## src/kmm_pkg.sv

```systemverilog
// Package: sizes, request/response types, state codes and report helpers for the report merger.
`timescale 1ns / 1ps
package kmm_pkg;

  localparam int MAX_DEVICES    = 8;
  localparam int REPORT_KEYS    = 6;
  localparam int USAGE_COUNT    = 256;
  localparam int MODIFIER_COUNT = 8;

  localparam int KEY_FIELDS = 6;
  localparam int LANES      = 4;
  localparam int LANE_W     = $clog2(LANES);
  localparam int ROWS       = (USAGE_COUNT + LANES - 1) / LANES;
  localparam int ROW_W      = (ROWS > 1) ? $clog2(ROWS) : 1;
  localparam int IDX_W      = ROW_W + LANE_W;
  localparam int MASK_W     = MAX_DEVICES;

  localparam logic [7:0] ERR_FIRST = 8'd1;
  localparam logic [7:0] ERR_LAST  = 8'd3;

  typedef logic [7:0]              usage_t;
  typedef logic [MASK_W-1:0]       mask_t;
  typedef mask_t [LANES-1:0]       row_t;
  typedef usage_t [REPORT_KEYS-1:0] key_list_t;

  typedef struct packed {
    logic [3:0] dev_id;
    logic [7:0] modifier_bits;
    logic [7:0] key_0;
    logic [7:0] key_1;
    logic [7:0] key_2;
    logic [7:0] key_3;
    logic [7:0] key_4;
    logic [7:0] key_5;
    logic [7:0] query_usage;
  } in_req_t;

  typedef struct packed {
    logic       accepted;
    logic       state_flip;
    logic [7:0] merged_modifiers;
    logic       query_pressed;
  } out_rsp_t;

  typedef enum logic [2:0] {
    ST_CLEAR,
    ST_IDLE,
    ST_WALK,
    ST_FLUSH,
    ST_QUERY,
    ST_RESULT
  } state_t;

  function automatic key_list_t report_keys(in_req_t r);
    usage_t    f [KEY_FIELDS];
    key_list_t k;
    f[0] = r.key_0;
    f[1] = r.key_1;
    f[2] = r.key_2;
    f[3] = r.key_3;
    f[4] = r.key_4;
    f[5] = r.key_5;
    k = '0;
    for (int i = 0; i < REPORT_KEYS; i++) begin
      if (i < KEY_FIELDS) begin
        k[i] = f[i];
      end
    end
    return k;
  endfunction

  function automatic logic report_error(key_list_t k);
    logic err;
    err = 1'b0;
    for (int i = 0; i < REPORT_KEYS; i++) begin
      if (k[i] >= ERR_FIRST && k[i] <= ERR_LAST) begin
        err = 1'b1;
      end
    end
    return err;
  endfunction

  function automatic mask_t device_bit(logic [3:0] dev);
    mask_t m;
    for (int i = 0; i < MASK_W; i++) begin
      m[i] = (dev == 4'(i));
    end
    return m;
  endfunction

endpackage

```

## src/multi_keyboard_report_merger.sv

```systemverilog
// Top level: keyboard report merger with a lane-parallel walk over the usage owner-mask memory.
// Accepted report: WALK reads every row of the mask memory, then FLUSH, QUERY and RESULT follow;
// the memory walk reads one row of four usage masks per cycle.
// Rejected report: no memory walk; only the query row is read (QUERY, then RESULT).
// One report in flight; the next is taken the cycle after the result is registered.
// Reset: synchronous; a clearing pass zeroes every row of the mask memory, input stalled meanwhile.
`timescale 1ns / 1ps
module multi_keyboard_report_merger (
  input  logic              clk,
  input  logic              rst_n,
  input  logic              in_valid,
  output logic              in_stall,
  input  kmm_pkg::in_req_t  in_data,
  output logic              out_valid,
  input  logic              out_stall,
  output kmm_pkg::out_rsp_t out_data
);
  import kmm_pkg::*;

  state_t    state_r, state_nxt;
  logic [ROW_W-1:0] cnt_r, cnt_nxt;
  in_req_t   req_r;
  key_list_t keys_r;
  mask_t     dev_bit_r;
  logic      acc_r;
  logic      chg_r, chg_nxt;
  logic      rd_vld_r;
  logic [ROW_W-1:0] wr_row_r;
  row_t      rd_data_r;
  out_rsp_t  out_r;
  logic      out_valid_r;

  row_t      mem [ROWS];

  key_list_t in_keys;
  logic      acc_now;
  logic      take;
  logic      load_out;
  logic      rd_en;
  logic [ROW_W-1:0] rd_addr;
  logic      wr_en;
  logic [ROW_W-1:0] wr_addr;
  row_t      wr_data;
  row_t      lane_new;
  logic [LANES-1:0] lane_chg;
  logic [7:0] mod_merged;
  logic      mod_chg;
  logic [ROW_W-1:0]  q_row;
  logic [LANE_W-1:0] q_lane;
  logic      q_tracked;

  assign in_keys = report_keys(in_data);
  assign acc_now = (int'(in_data.dev_id) < MAX_DEVICES) && !report_error(in_keys);

  assign q_row     = ROW_W'(req_r.query_usage >> LANE_W);
  assign q_lane    = req_r.query_usage[LANE_W-1:0];
  assign q_tracked = (req_r.query_usage != '0) && (int'(req_r.query_usage) < USAGE_COUNT);

  kmm_mod_bank u_mod (
    .clk     (clk),
    .rst_n   (rst_n),
    .upd_en  (take && acc_now),
    .dev_bit (device_bit(in_data.dev_id)),
    .mods    (in_data.modifier_bits),
    .merged  (mod_merged),
    .changed (mod_chg)
  );

  for (genvar g = 0; g < LANES; g++) begin : g_lane
    logic [IDX_W-1:0] idx;
    assign idx = {wr_row_r, LANE_W'(g)};
    kmm_lane u_lane (
      .usage_id (usage_t'(idx)),
      .tracked  ((idx != '0) && (int'(idx) < USAGE_COUNT)),
      .keys     (keys_r),
      .dev_bit  (dev_bit_r),
      .old_mask (rd_data_r[g]),
      .new_mask (lane_new[g]),
      .changed  (lane_chg[g])
    );
  end

  // merge: sticky OR of lane flips
  assign chg_nxt = chg_r | (rd_vld_r && (|lane_chg));

  assign wr_en   = (state_r == ST_CLEAR) || rd_vld_r;
  assign wr_addr = (state_r == ST_CLEAR) ? cnt_r : wr_row_r;
  assign wr_data = (state_r == ST_CLEAR) ? '0 : lane_new;

  always_ff @(posedge clk) begin
    if (wr_en) begin
      mem[wr_addr] <= wr_data;
    end
    if (rd_en) begin
      rd_data_r <= mem[rd_addr];
    end
  end

  always_comb begin
    state_nxt = state_r;
    cnt_nxt   = cnt_r;
    take      = 1'b0;
    load_out  = 1'b0;
    rd_en     = 1'b0;
    rd_addr   = cnt_r;
    in_stall  = (state_r != ST_IDLE);
    case (state_r)
      ST_CLEAR: begin
        cnt_nxt = cnt_r + 1'b1;
        if (cnt_r == ROW_W'(ROWS - 1)) begin
          cnt_nxt   = '0;
          state_nxt = ST_IDLE;
        end
      end
      ST_IDLE: begin
        if (in_valid) begin
          take      = 1'b1;
          cnt_nxt   = '0;
          state_nxt = acc_now ? ST_WALK : ST_QUERY;
        end
      end
      ST_WALK: begin
        rd_en   = 1'b1;
        cnt_nxt = cnt_r + 1'b1;
        if (cnt_r == ROW_W'(ROWS - 1)) begin
          cnt_nxt   = '0;
          state_nxt = ST_FLUSH;
        end
      end
      ST_FLUSH: begin
        state_nxt = ST_QUERY;
      end
      ST_QUERY: begin
        rd_en     = 1'b1;
        rd_addr   = q_row;
        state_nxt = ST_RESULT;
      end
      ST_RESULT: begin
        if (!out_valid_r || !out_stall) begin
          load_out  = 1'b1;
          state_nxt = ST_IDLE;
        end
      end
      default: begin
        state_nxt = ST_IDLE;
      end
    endcase
  end

  always_ff @(posedge clk) begin
    if (!rst_n) begin
      state_r     <= ST_CLEAR;
      cnt_r       <= '0;
      rd_vld_r    <= 1'b0;
      out_valid_r <= 1'b0;
      acc_r       <= 1'b0;
      chg_r       <= 1'b0;
    end else begin
      state_r  <= state_nxt;
      cnt_r    <= cnt_nxt;
      rd_vld_r <= (state_r == ST_WALK);
      if (take) begin
        acc_r <= acc_now;
        chg_r <= acc_now && mod_chg;
      end else begin
        chg_r <= chg_nxt;
      end
      if (load_out) begin
        out_valid_r <= 1'b1;
      end else if (!out_stall) begin
        out_valid_r <= 1'b0;
      end
    end
  end

  always_ff @(posedge clk) begin
    wr_row_r <= cnt_r;
    if (take) begin
      req_r     <= in_data;
      keys_r    <= in_keys;
      dev_bit_r <= device_bit(in_data.dev_id);
    end
    if (load_out) begin
      out_r.accepted         <= acc_r;
      out_r.state_flip       <= chg_r;
      out_r.merged_modifiers <= mod_merged;
      out_r.query_pressed    <= q_tracked && (|rd_data_r[q_lane]);
    end
  end

  assign out_valid = out_valid_r;
  assign out_data  = out_r;

endmodule

```

## src/kmm_lane.sv

```systemverilog
// One usage lane: updates an owner mask against the report keys and flags an aggregate flip.
`timescale 1ns / 1ps
module kmm_lane (
  input  kmm_pkg::usage_t    usage_id,
  input  logic               tracked,
  input  kmm_pkg::key_list_t keys,
  input  kmm_pkg::mask_t     dev_bit,
  input  kmm_pkg::mask_t     old_mask,
  output kmm_pkg::mask_t     new_mask,
  output logic               changed
);
  import kmm_pkg::*;

  logic hit;

  always_comb begin
    hit = 1'b0;
    for (int i = 0; i < REPORT_KEYS; i++) begin
      if (keys[i] == usage_id) begin
        hit = 1'b1;
      end
    end
  end

  assign new_mask = tracked ? ((old_mask & ~dev_bit) | (hit ? dev_bit : '0)) : old_mask;
  assign changed  = (old_mask == '0) != (new_mask == '0);

endmodule

```

## src/kmm_mod_bank.sv

```systemverilog
// Modifier owner masks: one register per modifier, all updated together on upd_en.
`timescale 1ns / 1ps
module kmm_mod_bank (
  input  logic           clk,
  input  logic           rst_n,
  input  logic           upd_en,
  input  kmm_pkg::mask_t dev_bit,
  input  logic [7:0]     mods,
  output logic [7:0]     merged,
  output logic           changed
);
  import kmm_pkg::*;

  mask_t mask_r [MODIFIER_COUNT];
  mask_t mask_nxt [MODIFIER_COUNT];

  always_comb begin
    changed = 1'b0;
    merged  = '0;
    for (int n = 0; n < MODIFIER_COUNT; n++) begin
      mask_nxt[n] = (mask_r[n] & ~dev_bit) | (mods[n] ? dev_bit : '0);
      if ((mask_r[n] == '0) != (mask_nxt[n] == '0)) begin
        changed = 1'b1;
      end
      merged[n] = |mask_r[n];
    end
  end

  always_ff @(posedge clk) begin
    if (!rst_n) begin
      for (int n = 0; n < MODIFIER_COUNT; n++) begin
        mask_r[n] <= '0;
      end
    end else if (upd_en) begin
      for (int n = 0; n < MODIFIER_COUNT; n++) begin
        mask_r[n] <= mask_nxt[n];
      end
    end
  end

endmodule

```

## config.mk

```make
export PLATFORM = sky130hd
export DESIGN_NAME = multi_keyboard_report_merger
export DESIGN_NICKNAME = d
export VERILOG_FILES = /design/src/kmm_pkg.sv /design/src/multi_keyboard_report_merger.sv /design/src/kmm_lane.sv /design/src/kmm_mod_bank.sv
export SDC_FILE = /design/constraint.sdc
export NUM_CORES = 2
export LEC_CHECK = 0
export ABC_AREA = 1
export ABC_CLOCK_PERIOD_IN_PS = 15400
export BUFFER_PORTS_ARGS = -buffer_cell sky130_fd_sc_hd__buf_2
export CORE_ASPECT_RATIO = 0.75
export CORE_MARGIN = 1.5
export CORE_UTILIZATION = 50
export CTS_CLUSTER_SIZE = 12
export DETAILED_ROUTE_END_ITERATION = 6
export PLACE_DENSITY = 0.65
export RECOVER_POWER = 50
export SYNTH_ARGS = -nofsm -noshare
export SYNTH_HDL_FRONTEND = slang
export SYNTH_HIERARCHICAL = 1
export SYNTH_SLANG_ARGS = --single-unit
```

## constraint.sdc

```tcl
create_clock -name clk -period 15.4 [get_ports clk]
set_input_delay 0.77 -clock clk [delete_from_list [all_inputs] [get_ports clk]]
set_output_delay 0.77 -clock clk [all_outputs]
set_load 0.05 [all_outputs]
```

==> summary.md <==
| Metric | Value |
|---|---|
| Status | `finished with violations` |
| Failing checks | `capacitance limit, slew limit` |
| Post-synth top cells | `nand2_1 (2673), edfxtp_1 (2219), inv_1 (2102)` |
| Post-Route WL | `300 mm` |
| Critical Path End Type | `flip-flop` |
| Nets | `10297` |
| GRT Resource Usage Total | `0.288` |
| CP max stage delay | `2760 ps` |
| Worst-Margin Slew | `~4000 ps` |
| Post-synth top area share | `0.655` |
| Crit path launch type | `flip-flop` |
| H-tree levels | `4` |
| Data arrival, critical path | `roughly 8000 ps` |
| Critical path required time | `15910 ps` |
| Worst skew pair latency | `~900 ps` |
| Final WS setup | `7870 ps` |
| RSZ-0062 raised after global routing | `false` |
| Syn avg cell area | `9.93 um2` |
| DRC viols | `0` |
| Ys async rst share | `0` |
| Num ports | `85` |
| Global-route wire length before repair | `437 mm` |
| Antenna Violating Nets Remaining | `0` |
| Placeable core region | `just over 200000 um2` |
| Share of cells above drive strength 1 | `0.0563` |
| HPWL Detailed | `161 mm` |
| Worst-case clock buffer depth | `4` |
| Most used DFF post-synth | `edfxtp_1` |
| Global route overflow | `0` |
| Final period util | `0.489` |
| Post-synth top area cell | `edfxtp_1` |
| Synth area leaders | `edfxtp_1 (65%), nand3_1 (10%), nand2_1 (9.9%)` |
| Post-Syn Area | `102000 um2` |
| CTS tree | `built` |
| DP Worst Slack | `about 9600 ps` |
| Row count | `around 140` |
| Synth warn | `6` |
| Port buffer count | `84` |
| Die Area | `around 210000 um2` |
| Max FO, Critical Path | `40` |
| Post-synth EDFFs | `2219` |
| LEAKAGE | `46.8 nW` |
| Worst-path cell chain | `nor2_1 -> inv_1 -> nor2_1 -> clkbuf_1 -> nor2_1 -> buf_4` |
| Area Growth Syn to Fin | `8.91%` |
| DR vias/cell | `5.50` |
| # Post-CTS Setup Buffers | `0` |
| Class of the worst hold path | `in2reg` |
| Cts bufs inserted | `220` |
| Vias | `about 70000` |
| Root cell of the clock tree | `clkbuf_16` |
| CTS sink cnt | `2238` |
| Seq/Total Area, Yosys | `0.659` |
| Die W | `524 um` |
| DIE HEIGHT | `394 um` |
| Post-CTS Hold Buffers | `0` |
| Critical Setup Path Class | `reg2reg` |
| Most numerous cell in the Yosys netlist | `nand2_1` |
| Yosys cell types | `42` |
| Vias in the first global route | `66363` |
| Worst path slowest cell | `nor2_1` |
| Final setup vio count | `0` |
| Max cap viols | `42` |
| Final critical path time including I/O delays and setup | `7530 ps` |
| DR pass1 iterations | `7` |
| Routed WL per cell | `approximately 23 um` |
| Largest net degree at the start of global routing | `192` |
| Worst Clk Skew | `slightly below 70 ps` |
| PwrDens | `113 nW/um2` |
| Synth Register Bits | `2238` |
| Mapped Cells | `10250` |
| FMAX | `approximately 130 MHz` |
| Most used cell, CP | `nor2_1` |
| Antenna violations before repair | `20` |
| Setup TNS Final | `0 ps` |
| Starting Density | `0.503` |
| Pins over their slew limit | `2260` |
| PostCTS Resize Cnt | `0` |
| RD Place Congestion | `0.883` |
| Final hold vios | `0` |
| Clk slew on worst S/H paths | `60 ps` |
| Initial DRC Count | `10471` |
| Worst vdd ir | `0.0000932 V` |
| Relative slew slack | `-1.66` |
per-stage QoR:
step,utilization,total power [mW],area [um2],std cells,hold slack [ps]
2_1_floorplan,-,7.43,102000,10259,329
3_3_place_gp,0.520,7.72,105000,12684,385
3_5_place_dp,0.520,7.73,105000,12684,375
4_1_cts,0.549,12.5,111000,12983,43.9
5_1_grt,0.548,12.8,111000,12983,74.5
6_report,0.548,12.5,111000,12991,91.9
flip-flops by register name (all words and copies together) (netlist names):
| name | flops |
|---|---|
| cnt_r | 6 |
| u_mod/mask_r | 64 |
| q_row | 6 |
| rd_vld_r | 1 |
| acc_r | 1 |
| mem | 2048 |
| wr_row_r | 6 |
| keys_r | 48 |
| dev_bit_r | 8 |
| state_r | 3 |
| q_lane | 2 |
| out_valid | 1 |
| rd_data_r | 32 |
| out_data | 11 |
| chg_r | 1 |
area by class of cell:
type | count | area, um2
Sequential cell | 2238 | 67000
Clock inverter | 25 | 214
Inverter | 2133 | 8020
Fill cell | 17257 | 91500
Timing Repair Buffer | 248 | 1590
Tap cell | 2682 | 3360
Clock buffer | 274 | 5790
Multi-Input combinational cell | 5383 | 24800
Antenna cell | 8 | 20.0
logic make-up after synthesis:
| family | count (synthesis) | synth area share |
|---|---|---|
| AO/OA/AOI/OAI | 83 | 0.00498 |
| adder cells (fa/ha/maj) | 1 | 0.000123 |
| AND/OR/NAND/NOR | 5132 | 0.218 |
| other | 2 | 0.0000738 |
| flip-flops | 2238 | 0.659 |
| buffers and inverters | 2638 | 0.104 |
| XOR/XNOR | 156 | 0.0137 |
cell usage in the layout (no fill, tap or decap), drive strengths merged, types with 2 or more instances in the layout:
| cell type | instances |
|---|---|
| nor3 | 15 |
| a21oi | 12 |
| o21ai | 60 |
| nor3b | 2 |
| dfxtp | 19 |
| nand3 | 2043 |
| nand4 | 16 |
| inv | 2133 |
| clkbuf | 371 |
| bufinv | 3 |
| diode | 8 |
| nor2 | 314 |
| xnor2 | 108 |
| clkinv | 22 |
| nand3b | 13 |
| nand2 | 2677 |
| edfxtp | 2219 |
| a221oi | 2 |
| buf | 151 |
| or2 | 29 |
| conb | 11 |
| xor2 | 48 |
| nor4 | 22 |
| o2111ai | 3 |
where the power goes:
group          internal (mW)  switching, mW  total [mW]
clock network           2.65           2.20        4.85
registers               6.65         0.0139        6.66
logic                  0.260          0.700       0.960
total                   9.56           2.91        12.5
per-layer routing:
metal  part of all wire  GRT usage  vias up
met3               0.13     0.0758      557
met5           0.000077          0        -
met1               0.41      0.426    34035
met2               0.42      0.410     4141
met4              0.037     0.0979        4
li1                   -          -    32762
worst max-delay path, delay by kind of cell (launching register included):
kind / cells / cell delay [ps]
DFF: 1 / 390
and+or+nand+nor: 3 / 3190
buffers and inverters: 3 / 3550
final timing paths:
check / from / endpoint / slack, ps / cells past startpoint
worst min register to register: cnt_r[5] / wr_row_r[5] / 390 / 0
worst min-delay path: in_data[7] / q_row[5] / 90 / 1
worst max register to register: state_r[2] / mem[14][15] / 7870 / 6
worst max-delay path: state_r[2] / mem[14][15] / 7870 / 6
Note: power is estimated with default switching activity, not from simulation.
